<file path="src/rtl/qte_pkg.sv">
`default_nettype none
package qte_pkg;

    // CORDIC step count, 8 to 32
    localparam int CORDIC_ITERATIONS = 16;

    // Operand widths
    localparam int OP_W   = 34;  // 2*(ab +/- cd) and 1 - 2*(aa + bb)
    localparam int COR_W  = 37;  // CORDIC datapath with growth margin
    localparam int SQ_W   = 60;  // square of the pitch sine magnitude
    localparam int RAD_W  = 62;  // square root remainder and partial root
    localparam int ROOT_W = 31;  // root of at most 2^60

    // Square root steps: one result bit per step
    localparam int SQRT_STEPS = 31;

    // Pipeline stage map
    localparam int S_IN       = 0;
    localparam int S_PROD     = 1;
    localparam int S_SUM      = 2;
    localparam int S_SQ       = 3;
    localparam int S_SQRT0    = 4;
    localparam int S_COR0     = S_SQRT0 + SQRT_STEPS;
    localparam int COR_STAGES = CORDIC_ITERATIONS + 1;
    localparam int S_OUT      = S_COR0 + COR_STAGES;
    localparam int N_STG      = S_OUT + 1;

    localparam logic signed [15:0] HALF_PI_16 = 16'sd16384;

    typedef logic signed [OP_W-1:0] op_t;

    // atan(2^-i) as a 32-bit binary angle, 2^32 = 2*pi
    function automatic logic [31:0] atan_entry(input logic [4:0] idx);
        logic [31:0] val;
        case (idx)
            5'd0:  val = 32'd536870912;
            5'd1:  val = 32'd316933406;
            5'd2:  val = 32'd167458907;
            5'd3:  val = 32'd85004756;
            5'd4:  val = 32'd42667331;
            5'd5:  val = 32'd21354465;
            5'd6:  val = 32'd10679838;
            5'd7:  val = 32'd5340245;
            5'd8:  val = 32'd2670163;
            5'd9:  val = 32'd1335087;
            5'd10: val = 32'd667544;
            5'd11: val = 32'd333772;
            5'd12: val = 32'd166886;
            5'd13: val = 32'd83443;
            5'd14: val = 32'd41722;
            5'd15: val = 32'd20861;
            5'd16: val = 32'd10430;
            5'd17: val = 32'd5215;
            5'd18: val = 32'd2608;
            5'd19: val = 32'd1304;
            5'd20: val = 32'd652;
            5'd21: val = 32'd326;
            5'd22: val = 32'd163;
            5'd23: val = 32'd81;
            5'd24: val = 32'd41;
            5'd25: val = 32'd20;
            5'd26: val = 32'd10;
            5'd27: val = 32'd5;
            5'd28: val = 32'd3;
            5'd29: val = 32'd1;
            5'd30: val = 32'd1;
            default: val = 32'd0;
        endcase
        return val;
    endfunction

endpackage
`default_nettype wire

</file>
<file path="src/rtl/qte_sqrt.sv">
`default_nettype none
module qte_sqrt
    import qte_pkg::*;
(
    input  wire                     aclk,
    input  wire  [SQRT_STEPS-1:0]   en,
    input  wire  [SQ_W-1:0]         sq_in,
    output logic [ROOT_W-1:0]       root
);

    logic [RAD_W-1:0] v_reg   [0:SQRT_STEPS-1];
    logic [RAD_W-1:0] res_reg [0:SQRT_STEPS-1];

    // Restoring root: one result bit per stage, from bit 60 down
    for (genvar k = 0; k < SQRT_STEPS; k++) begin : g_step
        localparam logic [RAD_W-1:0] BIT = RAD_W'(1) << (60 - 2 * k);
        logic [RAD_W-1:0] v_in, res_in, trial, v_next, res_next;

        if (k == 0) begin : g_first
            assign v_in   = (RAD_W'(1) << 60) - RAD_W'(sq_in);
            assign res_in = '0;
        end else begin : g_rest
            assign v_in   = v_reg[k-1];
            assign res_in = res_reg[k-1];
        end

        always_comb begin
            trial = res_in + BIT;
            if (v_in >= trial) begin
                v_next   = v_in - trial;
                res_next = (res_in >> 1) + BIT;
            end else begin
                v_next   = v_in;
                res_next = res_in >> 1;
            end
        end

        always_ff @(posedge aclk) begin
            if (en[k]) begin
                v_reg[k]   <= v_next;
                res_reg[k] <= res_next;
            end
        end
    end

    assign root = res_reg[SQRT_STEPS-1][ROOT_W-1:0];

endmodule
`default_nettype wire

</file>
<file path="config.mk">
export PLATFORM = sky130hd
export DESIGN_NAME = qte_sqrt
export DESIGN_NICKNAME = d
export VERILOG_FILES = /design/src/rtl/qte_pkg.sv /design/src/rtl/qte_sqrt.sv
export SDC_FILE = /design/constraint.sdc
export NUM_CORES = 2
export LEC_CHECK = 0
export CORE_MARGIN = 5
export CORE_UTILIZATION = 55
export DETAILED_ROUTE_END_ITERATION = 8
export DONT_BUFFER_PORTS = 1
export PLACE_DENSITY = 0.7
export SYNTH_ARGS = -nofsm -noshare
export SYNTH_HDL_FRONTEND = slang
export SYNTH_SLANG_ARGS = --single-unit
</file>
<file path="constraint.sdc">
create_clock -name aclk -period 4.8 [get_ports aclk]
set_clock_uncertainty 0.1 [all_clocks]
set_input_delay 0.24 -clock aclk [delete_from_list [all_inputs] [get_ports aclk]]
set_output_delay 0.24 -clock aclk [all_outputs]
set_load 0.05 [all_outputs]
</file>
# Word-level counts from Yosys, hierarchy flattened
# Memories as Yosys holds them, arrays and structs flattened.
# Index checks and enable logic that the tools add are counted.
# Widths: inputs -> output; s select.
dict set report classes {
  n_lt_le_gt_ge 31
  mux 124
  n_addsub 92
}
# cell count
set ops {}
lappend ops {{$mux 62} 61}
lappend ops {{$ge 62x62->1} 30}
lappend ops {{$sub 62x62->62} 30}
lappend ops {{$add 61x1->62 const B} 1}
lappend ops {{$add 61x11->62 const B} 1}
lappend ops {{$add 61x13->62 const B} 1}
lappend ops {{$add 61x15->62 const B} 1}
lappend ops {{$add 61x17->62 const B} 1}
lappend ops {{$add 61x19->62 const B} 1}
lappend ops {{$add 61x21->62 const B} 1}
lappend ops {{$add 61x23->62 const B} 1}
lappend ops {{$add 61x25->62 const B} 1}
lappend ops {{$add 61x27->62 const B} 1}
lappend ops {{$add 61x29->62 const B} 1}
lappend ops {{$add 61x3->62 const B} 1}
lappend ops {{$add 61x31->62 const B} 1}
lappend ops {{$add 61x33->62 const B} 1}
lappend ops {{$add 61x35->62 const B} 1}
lappend ops {{$add 61x37->62 const B} 1}
lappend ops {{$add 61x39->62 const B} 1}
lappend ops {{$add 61x41->62 const B} 1}
lappend ops {{$add 61x43->62 const B} 1}
lappend ops {{$add 61x45->62 const B} 1}
lappend ops {{$add 61x47->62 const B} 1}
lappend ops {{44 further kinds} 105}
dict set report word_totals {
  in_bits 92
  memories 2
  output_inout_bits 31
  ramBits 3844
  reg_bits 0
}
# name words width rd rd_ports_with_merged_regs wr line
set memory_table {}
lappend memory_table {res_reg 31 62 31 0 31 qte_sqrt.sv:12} ;# logic [RAD_W-1:0] res_reg [0:SQRT_STEPS-1];
lappend memory_table {v_reg 31 62 30 0 31 qte_sqrt.sv:11} ;# logic [RAD_W-1:0] v_reg [0:SQRT_STEPS-1];

# Logic depth before layout (Yosys ltp)
# An unclocked memory read counts as a cell.
dict set report depth {
  ltp_word 4
  depth_mapped 15
  ltp_nobuf 13
}

# Worst setup path before layout
# Ideal clock, no wire load.
dict set report synth_timing {
  path_type {flip-flop to flip-flop}
  from {memory v_reg[15][50] (netlist: v_reg[0][980])}
  to {memory v_reg[16][59] (netlist: v_reg[1][59]) (data pin)}
  period_less_slack_ns 3.824
  setup_slack_ns 0.976
  arrival_time_ns 3.451
  required_ns 4.427
  path_stages_with_launch 13
  path_buffers 2
  cell_sequence {edfxtp_1 or4_4 or3_4 or4_4 or4_1 or4_1 nor2b_2 buf_6 or4b_2 buf_6 nor2_2 nor4b_1 xor2_1}
}
# item line
set synth_lines {}
lappend synth_lines {{from (decl)} qte_sqrt.sv:11}

==> results.cfg <==
[status]
status = finished, final reports clean

[worst_hold_path]
hold_start = sq_in[36]
min_to = v_reg[0][37]
worstHoldPathType = in2reg
hold_depth = 3

[critical_path]
crit_chain = inv_1 > ha_1 > or4b_2 > or4_1 > nor4_1 > nor4_1 > and2_1 > a21o_1 > a2111oi_2 > nand3_1 > nor3_1 > xor2_1
rr_worst_depth = 12
crit_slowest_cell = a2111oi_2
critical_path_class = reg2reg
crit_path_frequent_cell = nor4_1
reg2reg_from = v_reg[1][627]
cp-start-kind = flip-flop
end_kind = flip-flop
crit_fanout = 18
cp_data_required_time_ps = 5320
timing.rr.end = v_reg[1][734]
r2r_slack_ps = 340
cpPeakStageDelay_ps = 620
arrival_ps = 4990

[cts]
ctsRootBufferMaster = clkbuf_16
cts_sinks = 2356
clkLatencyLatePin_ps = 880
htree_levels = 4
clk_pin_slew_worst_paths_ps = 70
cts_setup_buffers = 0
numCtsBuffers = 236
cts_buffer_depth = 3
cts_tree = done

[logic_synthesis]
syn_area_sq_um = 113000
ys_ff_latch = 2356
synth_seq_area_share_pct = 62.5
synth_cell_types = 88
synthFlopType = edfxtp_1
yosys_warnings = 0
async_flop_share_pct = 0
synth_edf_count = 2356
syn_inst = 9046
postSynthAreaPerCell_sq_um = 12.5

[power_and_ir_drop]
power_frac_comb_pct = 21.0
intPower_mw = 42.7
switching_share_pct = 29.3
power_switching_mw = 17.6
ir_worst_vdd_v = 0.000427
leakagePower_nw = 47.4
clkPwrFrac_pct = 32.0
power_density_nw_per_um2 = 474
p_seq_share_pct = 47.0

[placed_design]
portBuffers = 0
placed_area_sq_um = 117000
placed_cells = 11600
place.gp.congestion = 0.920
dpl.hpwl_mm = 200

[die]
start_util_pct = 55.3
boundaryPins = 123
dieArea_sq_um = 215000
die_x_um = 464
core_area_sq_um = 205000
num_rows = 166
die_y_um = 464

[drt]
dr.first_iter.drc_count = 6757
wirelength_mm = 266
routed_via_density = 5.92
drc = 0
wl_per_cell_um = 21.7
drtAntennaViolNets = 0
vias = 72600
firstDrtPassIters = 6

[global_route]
antenna_found_initial = 13
grt_max_degree = 93
grt_usage_pct = 24.3
grt_overflow_total = 0
grt_first_pass_wirelength_mm = 412
grt_pass1_vias = 71400

[sta]
finalSetupTns_ps = 0
min_period_ps = 4460
slew_headroom_pct = 22.9
period_share_pct = 93.0
rsz0062_at_grt = no
drv_slew = 0
max_freq_mhz = 224
final_hold_viol_count = 0
finalSetupViolCount = 0
whs_ps = 63.8
worstMarginPinSlew_ps = 1150

[layout]
mostFrequentLayoutCell = edfxtp_1
fin_area_sq_um = 127000
area_delta_synth_final_pct = 12.3
drive_gt1_share_pct = 6.70
nets = 9980
fin_cells = 12300
largest_reg_flops = 1860
final_cell_mix = edfxtp_1, inv_1, nor2_1
utilization_pct = 62.1

[run]
drv_cap = 0
[worst max-delay path, delay by kind of cell (launching register included)]
| family | cells | cell delay, ps |
|---|---|---|
| adder cells (fa/ha/maj) | 1 | 150 |
| XOR/XNOR | 1 | 90 |
| AND/OR/NAND/NOR | 7 | 2270 |
| buffers and inverters | 1 | 90 |
| flip-flops | 1 | 400 |
| AO/OA/AOI/OAI | 2 | 1090 |
[cells in the mapped netlist, types with 148 or more instances]
cell / count / area [sq um]
o21ai_0: 402 / 2010
nor3_1: 249 / 1250
xnor2_1: 485 / 4250
inv_1: 666 / 2500
a21o_1: 176 / 1320
ha_1: 524 / 6560
xor2_1: 399 / 3490
nor2_1: 633 / 2380
clkbuf_1: 151 / 567
edfxtp_1: 2356 / 70700
nand2_1: 569 / 2140
a21oi_1: 600 / 3000
nand4_1: 148 / 926
nor4_1: 325 / 2030
[worst max path at each step]
stage	from	to	slack, ps
6_report	v_reg[1][627]	v_reg[1][734]	340
3_3_place_gp	v_reg[1][240]	v_reg[1][305]	190
5_1_grt	v_reg[1][627]	v_reg[1][734]	50
4_1_cts	v_reg[1][240]	v_reg[1][305]	100
2_1_floorplan	v_reg[0][980]	v_reg[1][59]	980
3_5_place_dp	v_reg[1][240]	v_reg[1][305]	160
[power groups by stage]
stage                     clock network (mW)  logic [mW]  registers [mW]
after floorplan                            0        9.08            27.6
after global placement                     0        11.6            28.7
after detailed placement                   0        11.8            28.7
after CTS                               19.7        12.5            28.3
after global routing                    20.6        13.9            28.6
final                                   19.3        12.7            28.3
[per-stage QoR]
step	total power [mW]	worst slack (ps)
after CTS	60.5	103
after floorplan	36.7	976
after global routing	63.1	48.6
after detailed placement	40.5	162
after global placement	40.3	193
final	60.3	336
[cell type report]
| type | count | area (sq um) |
|---|---|---|
| clock inverters | 178 | 2190 |
| clock buffers | 266 | 6060 |
| well taps | 2688 | 3360 |
| flip-flops and latches | 2356 | 70700 |
| inverters | 667 | 2500 |
| repair buffers | 254 | 2910 |
| fillers | 15500 | 77600 |
| multi-input cells | 5849 | 39400 |
| diodes | 6 | 15.0 |
[logic make-up after synthesis]
family | share of synthesized area, %
buffers and inverters | 2.82
other | 0.00331
AND/OR/NAND/NOR | 12.2
AO/OA/AOI/OAI | 8.89
flip-flops | 62.5
adder cells (fa/ha/maj) | 5.79
multiplexers | 0.988
XOR/XNOR | 6.84
[what timing repair did]
action	4_1_cts	5_1_grt
hold buffers	181	0
setup endpoints to repair	0	1
endpoints found under the hold margin	2417	0
resized for setup	0	1
[per-layer routing]
metal	part of all wire, %	vias up	track usage [%]	wire length [um]
li1	-	34400	-	-
met1	43	35600	33.5	114000
met2	49	2181	40.9	129000
met3	5.7	422	3.48	15200
met4	2.6	4	6.35	6810
met5	0.0098	-	0	26
No activity file was read; power rests on OpenSTA's default activity.
